--- src/hw/rtl/cclp_pkg.sv ---
// Package of the comma separated command line parser.
// Holds the field, verdict and command codes, the keyword table and the result record.
// Used by the keyword matcher, the parser core and the top level; depends on nothing.
package cclp_pkg;

  localparam int COMMAND_CAPACITY_DEF = 32;
  localparam int NAME_CAPACITY_DEF    = 32;
  localparam int DATA_CAPACITY_DEF    = 64;

  localparam logic [7:0] CHAR_LF    = 8'h0a;
  localparam logic [7:0] CHAR_CR    = 8'h0d;
  localparam logic [7:0] CHAR_COMMA = 8'h2c;

  localparam int KW_COUNT = 8;
  localparam int KW_MAX   = 6;

  typedef enum logic [1:0] {
    FIELD_CMD  = 2'd0,
    FIELD_NAME = 2'd1,
    FIELD_DATA = 2'd2
  } field_e;

  typedef enum logic [2:0] {
    VERDICT_OK         = 3'd0,
    VERDICT_EMPTY_CMD_COMMA  = 3'd1,
    VERDICT_EMPTY_NAME_COMMA = 3'd2,
    VERDICT_FOURTH_FIELD     = 3'd3,
    VERDICT_EMPTY_CMD        = 3'd4,
    VERDICT_UNKNOWN          = 3'd5,
    VERDICT_OVERFLOW         = 3'd6
  } verdict_e;

  typedef enum logic [2:0] {
    CMD_HELP   = 3'd0,
    CMD_LIST   = 3'd1,
    CMD_FREE   = 3'd2,
    CMD_MOUNT  = 3'd3,
    CMD_PRINT  = 3'd4,
    CMD_ERASE  = 3'd5,
    CMD_CREATE = 3'd6,
    CMD_APPEND = 3'd7
  } cmd_e;

  localparam logic [7:0] KW_TEXT [KW_COUNT][KW_MAX] = '{
    '{"?", 8'h00, 8'h00, 8'h00, 8'h00, 8'h00},
    '{"l", "i", "s", "t", 8'h00, 8'h00},
    '{"f", "r", "e", "e", 8'h00, 8'h00},
    '{"m", "o", "u", "n", "t", 8'h00},
    '{"p", "r", "i", "n", "t", 8'h00},
    '{"e", "r", "a", "s", "e", 8'h00},
    '{"c", "r", "e", "a", "t", "e"},
    '{"a", "p", "p", "e", "n", "d"}
  };

  localparam logic [2:0] KW_LEN [KW_COUNT] = '{
    3'd1, 3'd4, 3'd4, 3'd5, 3'd5, 3'd5, 3'd6, 3'd6
  };

  typedef struct packed {
    logic       found;
    logic [2:0] code;
  } kw_match_t;

  typedef struct packed {
    logic       payload_valid;
    logic [1:0] field_tag;
    logic [7:0] payload_byte;
    logic       line_done;
    logic [2:0] verdict;
    logic [2:0] command_code;
  } result_t;

endpackage

--- src/hw/rtl/cclp_keyword_matcher.sv ---
// Keyword candidate register of the command line parser.
// Narrows the eight keyword candidates per command byte and looks up the command at line end.
// Depends on cclp_pkg.
module cclp_keyword_matcher import cclp_pkg::*; #(
  parameter int LenW = 5
) (
  input  logic            clk_i,
  input  logic            rst_ni,
  input  logic            step_i,
  input  logic            prune_i,
  input  logic            clear_i,
  input  logic [LenW-1:0] pos_i,
  input  logic [7:0]      byte_i,
  input  logic [LenW-1:0] len_i,
  output kw_match_t       match_o
);

  logic [KW_COUNT-1:0] cand_q, cand_d;

  always_comb begin
    cand_d = cand_q;
    if (prune_i) begin
      for (int k = 0; k < KW_COUNT; k++) begin
        if (!((7'(pos_i) < 7'(KW_LEN[k])) && (KW_TEXT[k][pos_i[2:0]] == byte_i))) begin
          cand_d[k] = 1'b0;
        end
      end
    end
  end

  // Lowest keyword index wins, as the table is searched in order.
  always_comb begin
    match_o = '0;
    for (int k = KW_COUNT - 1; k >= 0; k--) begin
      if (cand_d[k] && (7'(len_i) == 7'(KW_LEN[k]))) begin
        match_o.found = 1'b1;
        match_o.code  = 3'(k);
      end
    end
  end

  always_ff @(posedge clk_i or negedge rst_ni) begin
    if (!rst_ni) begin
      cand_q <= '1;
    end else if (step_i) begin
      cand_q <= clear_i ? '1 : cand_d;
    end
  end

endmodule

--- src/hw/rtl/cclp_parser_core.sv ---
// Per-byte parsing logic: field index, field lengths, latched error and line verdict.
// Depends on cclp_pkg and cclp_keyword_matcher.
module cclp_parser_core import cclp_pkg::*; #(
  parameter int COMMAND_CAPACITY = COMMAND_CAPACITY_DEF,
  parameter int NAME_CAPACITY    = NAME_CAPACITY_DEF,
  parameter int DATA_CAPACITY    = DATA_CAPACITY_DEF
) (
  input  logic       clk_i,
  input  logic       rst_ni,
  input  logic       step_i,
  input  logic [7:0] byte_i,
  input  logic       last_i,
  output result_t    result_o
);

  localparam int CmdLenW  = $clog2(COMMAND_CAPACITY);
  localparam int NameLenW = $clog2(NAME_CAPACITY);
  localparam int DataLenW = $clog2(DATA_CAPACITY);

  field_e               field_q, field_d;
  verdict_e             err_q, err_d;
  logic [CmdLenW-1:0]   cmd_len_q, cmd_len_d;
  logic [NameLenW-1:0]  name_len_q, name_len_d;
  logic [DataLenW-1:0]  data_len_q, data_len_d;
  logic                 prune;
  kw_match_t            match;
  result_t              res_byte;

  cclp_keyword_matcher #(
    .LenW(CmdLenW)
  ) u_matcher (
    .clk_i   (clk_i),
    .rst_ni  (rst_ni),
    .step_i  (step_i),
    .prune_i (prune),
    .clear_i (last_i),
    .pos_i   (cmd_len_q),
    .byte_i  (byte_i),
    .len_i   (cmd_len_d),
    .match_o (match)
  );

  always_comb begin
    field_d    = field_q;
    err_d      = err_q;
    cmd_len_d  = cmd_len_q;
    name_len_d = name_len_q;
    data_len_d = data_len_q;
    prune      = 1'b0;
    res_byte   = '0;
    if (err_q == VERDICT_OK && byte_i != CHAR_LF && byte_i != CHAR_CR) begin
      if (byte_i == CHAR_COMMA) begin
        case (field_q)
          FIELD_CMD: begin
            if (cmd_len_q == '0) err_d = VERDICT_EMPTY_CMD_COMMA;
            else field_d = FIELD_NAME;
          end
          FIELD_NAME: begin
            if (name_len_q == '0) err_d = VERDICT_EMPTY_NAME_COMMA;
            else field_d = FIELD_DATA;
          end
          default: err_d = VERDICT_FOURTH_FIELD;
        endcase
      end else begin
        case (field_q)
          FIELD_CMD: begin
            if (cmd_len_q >= CmdLenW'(COMMAND_CAPACITY - 1)) begin
              err_d = VERDICT_OVERFLOW;
            end else begin
              prune                  = 1'b1;
              cmd_len_d              = cmd_len_q + 1'b1;
              res_byte.payload_valid = 1'b1;
              res_byte.field_tag     = FIELD_CMD;
              res_byte.payload_byte  = byte_i;
            end
          end
          FIELD_NAME: begin
            if (name_len_q >= NameLenW'(NAME_CAPACITY - 1)) begin
              err_d = VERDICT_OVERFLOW;
            end else begin
              name_len_d             = name_len_q + 1'b1;
              res_byte.payload_valid = 1'b1;
              res_byte.field_tag     = FIELD_NAME;
              res_byte.payload_byte  = byte_i;
            end
          end
          default: begin
            if (data_len_q >= DataLenW'(DATA_CAPACITY - 1)) begin
              err_d = VERDICT_OVERFLOW;
            end else begin
              data_len_d             = data_len_q + 1'b1;
              res_byte.payload_valid = 1'b1;
              res_byte.field_tag     = FIELD_DATA;
              res_byte.payload_byte  = byte_i;
            end
          end
        endcase
      end
    end
  end

  // The last byte is judged on the state it leaves behind.
  always_comb begin
    result_o = res_byte;
    if (last_i) begin
      result_o.line_done = 1'b1;
      if (err_d != VERDICT_OK) begin
        result_o.verdict = err_d;
      end else if (cmd_len_d == '0) begin
        result_o.verdict = VERDICT_EMPTY_CMD;
      end else if (!match.found) begin
        result_o.verdict = VERDICT_UNKNOWN;
      end else if ((match.code == CMD_PRINT || match.code == CMD_ERASE ||
                    match.code == CMD_CREATE) && name_len_d == '0) begin
        result_o.verdict = VERDICT_UNKNOWN;
      end else if (match.code == CMD_APPEND && (name_len_d == '0 || data_len_d == '0)) begin
        result_o.verdict = VERDICT_UNKNOWN;
      end else begin
        result_o.command_code = match.code;
      end
    end
  end

  always_ff @(posedge clk_i or negedge rst_ni) begin
    if (!rst_ni) begin
      field_q    <= FIELD_CMD;
      err_q      <= VERDICT_OK;
      cmd_len_q  <= '0;
      name_len_q <= '0;
      data_len_q <= '0;
    end else if (step_i) begin
      if (last_i) begin
        field_q    <= FIELD_CMD;
        err_q      <= VERDICT_OK;
        cmd_len_q  <= '0;
        name_len_q <= '0;
        data_len_q <= '0;
      end else begin
        field_q    <= field_d;
        err_q      <= err_d;
        cmd_len_q  <= cmd_len_d;
        name_len_q <= name_len_d;
        data_len_q <= data_len_d;
      end
    end
  end

endmodule

--- src/hw/rtl/comma_command_line_parser_unit.sv ---
// Top level of the comma separated command line parser.
// Holds the input and result registers around the parsing core.
// Depends on cclp_pkg and cclp_parser_core.
//
// Bytes of a command line enter on the slave stream, one per request, with
// tlast on the final byte of the line. Each byte gives exactly one result on
// the master stream: the payload byte tagged with its field, or nothing when
// the byte is a separator, a line break, overflows its field or comes after an
// error. The result of the final byte carries tlast, the verdict and the command code.
// A byte waits in the input register until the core steps on it, and its result
// is then written into the result register. One byte is taken per cycle while
// results are being drained; the input register and the result register
// together form a two-deep pipeline.
// When the receiver stalls, the result waits in the result register and one
// further byte waits in the input register; tready then drops until the
// result is taken.
// Reset empties both registers and returns the parser to the start of a line.
module comma_command_line_parser_unit import cclp_pkg::*; #(
  parameter int COMMAND_CAPACITY = COMMAND_CAPACITY_DEF,
  parameter int NAME_CAPACITY    = NAME_CAPACITY_DEF,
  parameter int DATA_CAPACITY    = DATA_CAPACITY_DEF
) (
  input  logic        clk_i,
  input  logic        rst_ni,
  input  logic        s_axis_tvalid,
  output logic        s_axis_tready,
  input  logic [7:0]  s_axis_tdata,   // [7:0] line_byte
  input  logic        s_axis_tlast,
  output logic        m_axis_tvalid,
  input  logic        m_axis_tready,
  output logic [15:0] m_axis_tdata,   // [7:0] payload_byte, [10:8] verdict, [13:11] command_code
  output logic [2:0]  m_axis_tuser,   // [0] payload_valid, [2:1] field_tag
  output logic        m_axis_tlast
);

  logic       in_valid_q;
  logic [7:0] in_byte_q;
  logic       in_last_q;
  logic       out_valid_q;
  result_t    out_q;
  result_t    res;
  logic       advance;

  assign advance       = in_valid_q && (!out_valid_q || m_axis_tready);
  assign s_axis_tready = !in_valid_q || advance;

  cclp_parser_core #(
    .COMMAND_CAPACITY(COMMAND_CAPACITY),
    .NAME_CAPACITY   (NAME_CAPACITY),
    .DATA_CAPACITY   (DATA_CAPACITY)
  ) u_core (
    .clk_i    (clk_i),
    .rst_ni   (rst_ni),
    .step_i   (advance),
    .byte_i   (in_byte_q),
    .last_i   (in_last_q),
    .result_o (res)
  );

  always_ff @(posedge clk_i or negedge rst_ni) begin
    if (!rst_ni) begin
      in_valid_q  <= 1'b0;
      out_valid_q <= 1'b0;
    end else begin
      if (s_axis_tready) in_valid_q <= s_axis_tvalid;
      if (advance) out_valid_q <= 1'b1;
      else if (m_axis_tready) out_valid_q <= 1'b0;
    end
  end

  always_ff @(posedge clk_i) begin
    if (s_axis_tready && s_axis_tvalid) begin
      in_byte_q <= s_axis_tdata;
      in_last_q <= s_axis_tlast;
    end
    if (advance) out_q <= res;
  end

  assign m_axis_tvalid = out_valid_q;
  assign m_axis_tdata  = {2'b00, out_q.command_code, out_q.verdict, out_q.payload_byte};
  assign m_axis_tuser  = {out_q.field_tag, out_q.payload_valid};
  assign m_axis_tlast  = out_q.line_done;

endmodule

--- config.mk ---
export PLATFORM = sky130hd
export DESIGN_NAME = comma_command_line_parser_unit
export DESIGN_NICKNAME = d
export VERILOG_FILES = /design/src/hw/rtl/cclp_pkg.sv /design/src/hw/rtl/cclp_keyword_matcher.sv /design/src/hw/rtl/cclp_parser_core.sv /design/src/hw/rtl/comma_command_line_parser_unit.sv
export SDC_FILE = /design/constraint.sdc
export NUM_CORES = 1
export LEC_CHECK = 0
export ABC_AREA = 0
export BUFFER_PORTS_ARGS = -buffer_cell sky130_fd_sc_hd__buf_2
export CAP_MARGIN = 20
export CORE_MARGIN = 2
export CORE_UTILIZATION = 49
export CTS_BUF_LIST = sky130_fd_sc_hd__clkbuf_2 sky130_fd_sc_hd__clkbuf_4 sky130_fd_sc_hd__clkbuf_8
export DETAILED_ROUTE_END_ITERATION = 8
export HOLD_SLACK_MARGIN = 0.02
export PLACE_DENSITY = 0.7
export SETUP_SLACK_MARGIN = 0.15
export SYNTH_ARGS = -nofsm -noshare
export SYNTH_HDL_FRONTEND = slang
export SYNTH_SLANG_ARGS = --single-unit
--- constraint.sdc ---
create_clock -name clk_i -period 3.5 [get_ports clk_i]
set_input_delay 0.175 -clock clk_i [delete_from_list [all_inputs] [get_ports clk_i]]
set_output_delay 0.175 -clock clk_i [all_outputs]
set_load 0.03 [all_outputs]
---- Word level (Yosys, flattened, before mapping) ----
Memory sizes are Yosys's and may differ from the RTL's.
Cells that the tools add are included.
cells by class
  $add $sub $neg .......................... 3
  order comparisons ....................... 8
  equal/unequal tests ..................... 22
  multiplexer cells ....................... 86
  bitwise gates (word level) .............. 4
  reductions and logical operators ........ 45
operator list
  kind                                                        number
  two-way mux 8 bit                                           18
  == test 8 bit                                               8
  two-way mux 3 bit                                           18
  two-way mux 5 bit                                           10
  two-way mux 11 bit                                          3
  two-way mux 4 bit                                           8
  two-way mux 6 bit                                           5
  logical AND 1 bit                                           22
  case mux 11 bit (2 select lines)                            1
  logical NOT 5 bit                                           4
  != test 8 x 4 -> 1 bit, second input constant               2
  == test 5 x 3 -> 1 bit, second input constant               3
  less-than comparator 5 x 3 -> 1 bit, second input constant  3
  two-way mux 1 bit                                           14
  == test 3 bit, second input constant                        4
  case mux 3 bit (2 select lines)                             2
  adder 5 x 1 -> 5 bit, second input constant                 2
  >= comparator 5 bit, second input constant                  2
  two-way mux 2 bit                                           5
  == test 8 x 6 -> 1 bit, second input constant               1
  two-way mux 7 bit                                           1
  adder 6 x 1 -> 6 bit, second input constant                 1
  >= comparator 6 bit, second input constant                  1
  logical NOT 6 bit                                           1
  17 further kinds                                            29
storage, ports and cells
  flip-flop bits (word level) ............. 58
  ROM bits ................................ 512
  input bits .............................. 13
  output and inout bits ................... 22
  memories ................................ 8
memory list
  name              depth  width  rd ports  clocked after memory_dff  write ports  line                        source
  (name not given)  8      8      1         0                         0            cclp_keyword_matcher.sv:24  if (!((7'(pos_i) < 7'(KW_LEN[k])) && (KW_TEXT[k][pos_i[2:0]] == byte_i))) begin
  (name not given)  8      8      1         0                         0            cclp_keyword_matcher.sv:24
  (name not given)  8      8      1         0                         0            cclp_keyword_matcher.sv:24
  (name not given)  8      8      1         0                         0            cclp_keyword_matcher.sv:24
  (name not given)  8      8      1         0                         0            cclp_keyword_matcher.sv:24
  (name not given)  8      8      1         0                         0            cclp_keyword_matcher.sv:24
  2 more memories   -      -      -         -                         -            -

---- Longest topological paths before layout ----
  word-level depth ........................ 26
  mapped depth ............................ 13
  mapped depth without buffers ............ 11

---- Cells and area by module ----
From an unflattened synthesis, not the netlist that was laid out.
second synthesis, totals
  cells, all modules ...................... 446
  area total of the unflattened synthesis .. 4202.8 sq um
modules (own cells, without submodules)
  module                          times used  cells an instance  area an instance (sq um)
  cclp_parser_core                1           220                1858.0
  cclp_keyword_matcher            1           188                1411.4
  comma_command_line_parser_unit  1           38                 933.4

---- Worst setup path after synthesis ----
OpenSTA, ideal clock, no wires.
  kind .................................... flip-flop to flip-flop
  start ................................... reg u_core.cmd_len_q[2]
  end ..................................... reg out_q (netlist bit m_axis_tdata[12]) (data pin)
  setup time .............................. 0.185 ns
  arrival time ............................ 3.327 ns
  data required time ...................... 3.315 ns
  slack ................................... -0.012 ns
  cell stages (with the launch flop) ...... 13
  period minus slack after synthesis ...... 3.512 ns
  cell sequence ........................... dfrtp_1 > clkbuf_1 > buf_1 > and3_1 > ha_1 > or3_1 > a211oi_4 > nand2_2 > mux2_1 > o211a_1 > o311ai_4 > a31oi_4 > a2111oi_4
on the way
  cells in the longest elaborated chain, start to end .. 22
  elaborated cells between the ends (all ways) .. 103
RTL lines
  item                                                  line                                  source
  start, declared                                       cclp_parser_core.sv:22                logic [CmdLenW-1:0] cmd_len_q, cmd_len_d;
  start signal, assigned                                cclp_parser_core.sv:141               cmd_len_q <= cmd_len_d;
  inverter 3 -> 4 bit (not written as such)             cclp_keyword_matcher.sv:24
  memory (8 x 8 bit)                                    -
  two-way mux 8 bit (not written as such) (2 in a row)  cclp_keyword_matcher.sv:24
  == test 8 bit                                         cclp_keyword_matcher.sv:24
  logical AND 1 bit                                     cclp_keyword_matcher.sv:24
  two-way mux 1 bit                                     cclp_keyword_matcher.sv:24
  two-way mux 8 bit                                     cclp_keyword_matcher.sv:22            if (prune_i) begin
  logical AND 1 bit                                     cclp_keyword_matcher.sv:35            if (cand_d[k] && (7'(len_i) == 7'(KW_LEN[k]))) begin
  two-way mux 4 bit (8 in a row)                        cclp_keyword_matcher.sv:35
  == test 3 bit                                         cclp_parser_core.sv:113               end else if ((match.code == CMD_PRINT || match.code == CMD_ERASE ||
  logical OR 1 bit (2 in a row)                         cclp_parser_core.sv:113
  logical AND 1 bit                                     cclp_parser_core.sv:114               match.code == CMD_CREATE) && name_len_d == '0) begin
  OR reduction 6 bit (no source line)                   -
  end signal, assigned                                  comma_command_line_parser_unit.sv:76  if (advance) out_q <= res;
  end, declared                                         comma_command_line_parser_unit.sv:40  result_t out_q;
Parallel ways exist; a longest one is shown, timed or not. The select of a mux whose other input is x is not followed.
A chain may end at the register's enable or synchronous reset.

---- Worst setup path in the final report ----
  start ................................... reg u_core.cmd_len_q[0]
  end ..................................... reg out_q (netlist bit m_axis_tdata[13]) (data pin)
Same word-level chain as after synthesis.

==> results.ini <==
[setup_path]
slowest_stage = or3_4
endpoint_kind = flop
max_stage_delay_ns = 0.40
crit_path_cell_trace = ha_2, and3_4, ha_1, or3_4, a211oi_4, nand2_4, buf_4, a211oi_1, o211a_4, o311ai_4, a31oi_4, nor3_1
required_ns = 3.59
cp_num_buf_inv = 1
startpoint_type = flop
cp.arrival_ns = 3.38
path_max_fanout = 8
cp_top_family = compound AO/OA/AOI/OAI gates
path_class = reg -> reg

[cells_and_area]
drive_gt1_frac = 0.239
nFillCells = 740
multi_input_area_mm2 = 0.00245
layout.nets = 528
seq_area_mm2 = 0.00160
synthToLayoutAreaGrowth_pct = 17.0
n_antenna_cell = 0
design_area_mm2 = 0.00489

[power_and_ir_drop]
swShare = 0.343
seqPwrFrac = 0.400
clkPwrFrac = 0.279
irDropWorstVdd_uv = 191
power_density_mw_per_mm2 = 414
p_leak_nw = 1.91
power.internal_mw = 1.33
power_mw = 2.03
p_comb_frac = 0.321
power.switching_uw = 695

[die]
io_pins = 35
die_w_um = 96.4
coreArea_mm2 = 0.00826
die_y_um = 96.4
die-area_mm2 = 0.00929
start_util = 0.507
rows = 33

[placed_design]
numPortBuffers = 32
dpl_cell_area_mm2 = 0.00447
pre_cts_slack_ns = 0.159
gp_congestion = 0.914
hpwl_um = 7860

[drt]
ant_nets = 0
detail_route.wl_per_cell_um = 18.0
dr.pass1.iters = 5
drt_iter0_drc = 324
vias_per_cell = 6.21
routed_wl_um = 11000
vias = 3803
drc = 0

[logic_synthesis]
yosysWarnings = 0
synth-seq-area-share = 0.382
netlist_area_mm2 = 0.00418
avgSynthCellArea_um2 = 9.24
synth_top_area_frac = 0.194
netlist_instances = 453
synth_edf_count = 27
yosysTopAreaCell = edfxtp_1
yosys.cell_types.count = 86
yosysMostFrequentCell = nand2_1
async_reset_ff_frac = 0.534
ys_ff_latch = 58
synth.area.top_cells = edfxtp_1, dfrtp_1, dfstp_2
synth_commonest_cells = nand2_1, a21oi_1, o21ai_0, edfxtp_1
ys.flop_type = edfxtp_1

[global_route]
grt_max_degree = 33
antenna_found_initial = 0
first_global_vias = 3530
gr-total-overflow = 0
grt_pass1_wl_um = 18000
grt_usage = 0.254

[timing]
period_minus_slack_ns = 3.29
fin_worst_skew_ns = 0.00392
fin_crit_sh = 0.941
worstMarginPinSlew_ns = 0.874
setup_ws_ns = 0.208
fin_tns_setup_ns = 0
finalSetupViolCount = 0
rsz0062_at_grt = false
slew_violations = 0
maxSlewHeadroom = 0.415
max_freq_mhz = 304
hold_viol = 0

[run]
maxCapViolations = 0

[clock_tree]
clk_latency_ns = 0.34
clock_sinks = 58
cts_max_path_buffers = 2
htreeDepth = 3
cts_tree = yes
root_buffer = clkbuf_8
path_clk_slew_ns = 0.06
numCtsBuffers = 9

[min_path]
hp-class = in -> reg

[run_status]
status = complete, no violations

layout make-up:
cell class / instances / area share
inverter: 15 / 0.0115
clock inverter: 3 / 0.00307
sequential: 58 / 0.326
clock buffer: 13 / 0.0327
timing repair buffer: 71 / 0.0992
multi-input combinational: 347 / 0.500
tap: 105 / 0.0268
per-layer routing:
layer / vias to the layer above / track usage / part of all wire
met2: 140 / 0.396 / 0.46
met5: - / 0 / 0
met3: 18 / 0.0380 / 0.059
met1: 1846 / 0.363 / 0.46
li1: 1799 / - / -
met4: 0 / 0.0857 / 0.018
repair_timing:
action                                 4_1_cts  5_1_grt
setup endpoints to repair                    2        5
hold buffers                                10        0
setup buffers                                1        7
endpoints found under the hold margin       32        0
resized for setup                            0       21
pin swaps                                    1        7
cells in the final DEF (no fill, tap or decap), types with 6 or more instances in the layout:
cell type      netlist  routed
clkbuf_8             0      10
xor2_1               7       7
or3_1                7       6
nor3_1              13      13
nand4_1              6       6
buf_4                2      27
nand2_1             33      33
a31oi_1              6       6
nand3_1             17      17
edfxtp_1            27      27
and2_1              10      10
dfrtp_1             23      23
a22o_1               7       7
inv_1               13      13
nor2_1              23      23
and3_1              10       9
buf_2                6      32
a21oi_1             32      32
nand2b_1            14      14
dfstp_2              8       8
ha_1                13      12
o21ai_0             30      28
dlygate4sd3_1        0      10
xnor2_1             11      11
metrics by stage:
step                cells  hold slack, ns  utilization
floorplan             454          -0.121            -
global route          612          0.0668        0.593
CTS                   605          0.0421        0.576
global placement      578           0.291        0.542
detailed placement    578           0.293        0.542
finish                612          0.0395        0.593
cell families after synthesis:
group                      count (synthesis)  share of synthesized area
adders and majority gates                 13                     0.0389
other                                      1                   0.000896
xor gates and xnor gates                  18                     0.0377
and+or+nand+nor                          171                      0.231
buffers and inverters                     49                     0.0529
AOI/OAI and AO/OA                        135                      0.237
DFF                                       58                      0.382
muxes                                      8                     0.0206
flip-flops by register name (all words and copies together), names as in the netlist:
name / count
m_axis_tlast: 1
m_axis_tuser: 3
m_axis_tvalid: 1
u_core.name_len_q: 5
u_core.field_q: 2
in_last_q: 1
m_axis_tdata: 14
in_valid_q: 1
in_byte_q: 8
u_core.cmd_len_q: 5
u_core.data_len_q: 6
u_core.err_q: 3
u_core.u_matcher.cand_q: 8
path summary, 6_finish.rpt:
kind / startpoint / to / slack (ns) / cells past startpoint
max: u_core.cmd_len_q[0] / m_axis_tdata[13] / 0.21 / 12
min: s_axis_tvalid / in_valid_q / 0.04 / 2
max reg2reg: u_core.cmd_len_q[0] / m_axis_tdata[13] / 0.21 / 12
min reg2reg: u_core.u_matcher.cand_q[0] / u_core.u_matcher.cand_q[0] / 0.48 / 2
max in group asynchronous: rst_ni / in_valid_q / 2.56 / 2
min in group asynchronous: rst_ni / u_core.data_len_q[5] / 0.45 / 2
power groups by stage:
stage                     sequential (mW)  clock (mW)  combinational (mW)
after floorplan                     0.849           0               0.411
after global placement              0.820           0               0.595
after detailed placement            0.822           0               0.605
after CTS                           0.809       0.570               0.615
after global routing                0.817       0.603               0.707
final                               0.810       0.565               0.650
Power figures use the tool's default switching activity.
